==> config.mk <==
export PLATFORM = sky130hd
export DESIGN_NAME = ptw_ctrl
export DESIGN_NICKNAME = d
export VERILOG_FILES = /design/src/rtl/ptw_pkg.sv /design/src/rtl/ptw_ctrl.sv
export SDC_FILE = /design/constraint.sdc
export NUM_CORES = 1
export LEC_CHECK = 0
export BUFFER_PORTS_ARGS = -buffer_cell sky130_fd_sc_hd__buf_2
export CORE_AREA = 2 2 39 41
export CTS_CLUSTER_DIAMETER = 120
export DETAILED_ROUTE_END_ITERATION = 6
export DIE_AREA = 0 0 41 43
export RECOVER_POWER = 25
export SYNTH_ARGS = -nofsm -noshare
export SYNTH_HDL_FRONTEND = slang
export SYNTH_SLANG_ARGS = --single-unit
export TNS_END_PERCENT = 20
==> constraint.sdc <==
create_clock -name clk -period 1.6 [get_ports clk]
set_clock_uncertainty 0.05 [all_clocks]
set_input_delay 0.4 -clock clk [delete_from_list [all_inputs] [get_ports clk]]
set_output_delay 0.4 -clock clk [all_outputs]
set_load 0.1 [all_outputs]
==> src/rtl/ptw_pkg.sv <==
// Shared types and constants for the page table walker.
// Holds field layout, fault and mode codes, and the controller/datapath structs.
// No dependencies.
`default_nettype none

package ptw_pkg;

  localparam int PTW_TABLE_WORDS = 4096;

  localparam int IN_IDX_LSB  = 0;
  localparam int IN_VAL_LSB  = 12;
  localparam int IN_VA_LSB   = 76;
  localparam int IN_TDATA_W  = 120;
  localparam int OUT_TDATA_W = 64;
  localparam int CFG_IDX_W   = 2;
  localparam int CFG_DATA_W  = 44;

  typedef logic [2:0] fault_t;

  localparam fault_t FAULT_OK      = 3'd0;
  localparam fault_t FAULT_POISON  = 3'd1;
  localparam fault_t FAULT_INVALID = 3'd2;
  localparam fault_t FAULT_NO_LEAF = 3'd3;
  localparam fault_t FAULT_NO_READ = 3'd4;

  localparam logic [1:0] MODE_SV32 = 2'd1;
  localparam logic [1:0] MODE_SV39 = 2'd2;

  localparam logic [CFG_IDX_W-1:0] CFG_MODE   = 2'd0;
  localparam logic [CFG_IDX_W-1:0] CFG_ROOT   = 2'd1;
  localparam logic [CFG_IDX_W-1:0] CFG_REGION = 2'd2;

  localparam logic [31:0] POISON_WORD = 32'hbaadf00d;

  typedef struct packed {
    logic   clr_write;
    logic   mem_write;
    logic   load_item;
    logic   issue_read;
    logic   descend;
    logic   out_load;
    logic   out_bare;
    fault_t out_fault;
  } ptw_cmd_t;

  typedef struct packed {
    logic clr_last;
    logic in_write;
    logic walk_mode;
    logic poison;
    logic invalid;
    logic pointer;
    logic last_level;
    logic readable;
    logic out_free;
  } ptw_sts_t;

endpackage

`default_nettype wire

==> src/rtl/ptw_ctrl.sv <==
// Walk sequencer: clearing pass, item accept, per-level read/evaluate, result load.
// Depends on ptw_pkg.
`default_nettype none

module ptw_ctrl
  import ptw_pkg::*;
(
  input  wire logic     clk,
  input  wire logic     rst_n,
  input  wire logic     in_tvalid,
  output logic          in_tready,
  input  wire ptw_sts_t sts,
  output ptw_cmd_t      cmd
);

  localparam logic [2:0] ST_CLEAR = 3'd0;
  localparam logic [2:0] ST_IDLE  = 3'd1;
  localparam logic [2:0] ST_ADDR  = 3'd2;
  localparam logic [2:0] ST_EVAL  = 3'd3;
  localparam logic [2:0] ST_BARE  = 3'd4;

  logic [2:0] state_r;
  logic [2:0] state_nxt;
  fault_t     fault_sel;

  always_comb begin
    if (sts.poison) begin
      fault_sel = FAULT_POISON;
    end else if (sts.invalid) begin
      fault_sel = FAULT_INVALID;
    end else if (sts.pointer) begin
      fault_sel = FAULT_NO_LEAF;
    end else if (!sts.readable) begin
      fault_sel = FAULT_NO_READ;
    end else begin
      fault_sel = FAULT_OK;
    end
  end

  always_comb begin
    cmd       = '0;
    state_nxt = state_r;
    in_tready = 1'b0;
    case (state_r)
      ST_CLEAR: begin
        cmd.clr_write = 1'b1;
        if (sts.clr_last) state_nxt = ST_IDLE;
      end
      ST_IDLE: begin
        in_tready = 1'b1;
        if (in_tvalid) begin
          if (sts.in_write) begin
            cmd.mem_write = 1'b1;
          end else begin
            cmd.load_item = 1'b1;
            state_nxt     = sts.walk_mode ? ST_ADDR : ST_BARE;
          end
        end
      end
      ST_ADDR: begin
        cmd.issue_read = 1'b1;
        state_nxt      = ST_EVAL;
      end
      ST_EVAL: begin
        if (!sts.poison && !sts.invalid && sts.pointer && !sts.last_level) begin
          cmd.descend = 1'b1;
          state_nxt   = ST_ADDR;
        end else if (sts.out_free) begin
          cmd.out_load  = 1'b1;
          cmd.out_fault = fault_sel;
          state_nxt     = ST_IDLE;
        end
      end
      ST_BARE: begin
        if (sts.out_free) begin
          cmd.out_load  = 1'b1;
          cmd.out_bare  = 1'b1;
          cmd.out_fault = FAULT_OK;
          state_nxt     = ST_IDLE;
        end
      end
      default: begin
        state_nxt = ST_CLEAR;
      end
    endcase
  end

  always_ff @(posedge clk) begin
    if (!rst_n) begin
      state_r <= ST_CLEAR;
    end else begin
      state_r <= state_nxt;
    end
  end

  a_eval_after_read: assert property (@(posedge clk) disable iff (!rst_n)
    state_r == ST_EVAL |-> $past(state_r) == ST_ADDR || $past(state_r) == ST_EVAL)
    else $error("evaluate state entered without a table read");

endmodule

`default_nettype wire

==> impl_metrics.yaml <==
global_routing:
  grt_pass1_wl_um: 1510
  grt_max_degree: 11
  antenna_found_initial: 0
  grt_use_total: 0.131
  grt_overflow: 0
  grt_pass1_vias: 384
clocking:
  cts_num_sinks: 3
  tritoncts: "yes"
  clockRootBuffer: "clkbuf_4"
  clock_latency_ns: 0.24
  clockBufferDepth: 2
  cts_hold_buffers: 0
  cts_buffers: 3
  clkSlewWorstSetupHoldPaths_ns: 0.04
  htree_levels: 1
critical_path:
  end_kind: "output port"
  path_cells: "buf_6 > or4b_4 > buf_6 > nor3_4 > buf_12"
  slowest_delay_ns: 0.54
  cp.arrival_ns: 1.56
  worstSetupPathType: "in2out"
  crit_slowest_cell: "or4b_4"
  critPathMaxFanout: 2
  path_delay_family: "simple AND/OR/NAND/NOR gates"
  worstPathRequired_ns: 1.15
  cp_num_cells: 5
  crit_path_frequent_cell: "buf_6"
  path_buf_inv: 3
  startpoint_type: "primary input"
  ff2ff_path_depth: 5
synthesis:
  synth_top_area_frac: 0.201
  synth_warnings: 0
  seq_area_frac_synth: 0.201
  ys_types: 19
  netlist_top_cells_area: "dfxtp_1 (20%), a21oi_1 (10%), nor3_1 (8.4%)"
  syn_area_um2: 299
  syn_inst: 44
  synth_top_cell_by_area: "dfxtp_1"
  synth_fp_nets: 56
  avgSynthCellArea_um2: 6.80
  synth-seq-cells: 3
sta:
  period_share: 1.25
  slew_headroom: 0.797
  final-hold-violation-count: 0
  grt_setup_unrepaired: "yes"
  fin_crit_ns: 2.01
  worst_slack_ns: -0.408
  tns_ns: -2.52
  finalSetupViolCount: 11
  max_freq_mhz: 498
  worst_slew_pin_slew_ns: 0.304
  maxSlewViolCount: 0
flow_run:
  drv_cap: 0
route:
  routed_via_density: 4.48
  antenna_left: 0
  initialDrtViolationCount: 8
  wl_um: 1030
  route.detailed.drc: 0
  drt-pass1-iter-count: 3
  dr_total_vias: 430
  wire_per_inst_um: 10.7
min_path:
  min_path_type: "in2reg"
  worstHoldPathCells: 3
power:
  leakage_uw: 0.000350
  vdd_drop_max_v: 0.000759
  power_density_nw_per_um2: 1400
  power.total_uw: 1110
layout:
  largest_register: "state_r"
  fin_area_um2: 788
  largest_reg_flops: 3
  n_antenna_cell: 0
  drive_above_1_share: 0.725
  fillCellCount: 117
  area_delta_synth_final_pct: 164
  fin_util: 0.570
  nNetsFinal: 93
  reg_top3: "state_r (3)"
place:
  io_buffers: 22
  place_area_um2: 689
  gp_congestion: 0.766
  place_ws_ns: -0.420
  dp.final_hpwl_um: 754
floorplanning:
  fp.dieArea_um2: 1760
  die_x_um: 41
  start_util: 0.216
  rows: 14
  die_h_um: 43
  core_area_um2: 1380
  pin_count: 23
run_status:
  status: "finished, violations left"
  violations: "negative setup slack"
==> stage by stage <==
step                hold slack (ns)  std cells
global route                  0.367         96
finish                        0.359         96
detailed placement            0.557         92
global placement              0.568         92
CTS                           0.354         96
floorplan                     0.479         44
==> area by class of cell <==
| class | count | area [um2] | area share |
|---|---|---|---|
| Inverter | 3 | 11.3 | 0.0143 |
| Tap cell | 16 | 20.0 | 0.0254 |
| Timing Repair Buffer | 35 | 354 | 0.449 |
| Clock buffer | 4 | 26.3 | 0.0333 |
| Sequential cell | 3 | 66.3 | 0.0841 |
| Multi-Input combinational cell | 35 | 310 | 0.394 |
==> placed cells by master, fill, tap and decap left out, drive strengths merged, types with 2 or more instances in the layout <==
cell    count
buf        35
a21oi       6
nor2        6
nor3        5
clkbuf      4
nand2b      3
inv         3
nand3       3
nand2       3
dfxtp       3
nor3b       2
==> worst min-delay path: cells and delay by family <==
family          cells  cell delay, ns
simple gates        1            0.06
compound gates      1            0.07
buf+inv             1            0.09
==> path summary, 6_finish.rpt <==
| path | start | endpoint | slack [ns] |
|---|---|---|---|
| min reg2reg | state_r[2] | state_r[0] | 0.55 |
| max reg2reg | state_r[2] | state_r[0] | 0.30 |
| min | rst_n | state_r[0] | 0.36 |
| max | sts[2] | cmd[5] | -0.41 |
==> report_power, final <==
part	internal [uW]	switching, uW
clock network	93.9	46.2
logic	339	502
registers	103	23.7
total	535	571
==> synth_stat cells <==
| cell type | n |
|---|---|
| a21oi_1 | 6 |
| nor2_1 | 6 |
| nor3_1 | 5 |
| dfxtp_1 | 3 |
| inv_1 | 3 |
| nand2b_1 | 3 |
| nand3_1 | 3 |
| buf_4 | 2 |
| nand2_1 | 2 |
| nor3b_1 | 2 |
| and3_1 | 1 |
| and3b_1 | 1 |
| buf_2 | 1 |
| nand2_4 | 1 |
| nor4_2 | 1 |
| nor4b_1 | 1 |
| o211ai_1 | 1 |
| o21ai_0 | 1 |
| or4b_4 | 1 |
==> repair_timing <==
item / 4_1_cts / 5_1_grt
hold endpoints to repair: 0 / 0
endpoints found under the setup margin: 11 / 11
pin swaps: 1 / 3
setup buffers: 0 / 0
gates resized for setup: 14 / 6
==> kinds of logic (layout without fill, tap and decap cells) <==
kind of cell | Yosys count | after routing | synth area share
and+or+nand+nor | 27 | 27 | 0.552
buffers and inverters | 6 | 42 | 0.105
AOI/OAI and AO/OA | 8 | 8 | 0.142
DFF | 3 | 3 | 0.201
==> per-layer routing <==
| layer | vias up | GRT usage | routed length, um |
|---|---|---|---|
| met3 | 2 | 0.0471 | 52 |
| li1 | 225 | - | - |
| met5 | - | 0 | 0 |
| met1 | 190 | 0.160 | 447 |
| met2 | 13 | 0.188 | 514 |
| met4 | 0 | 0.0800 | 11 |
Power figures use the tool's default switching activity.
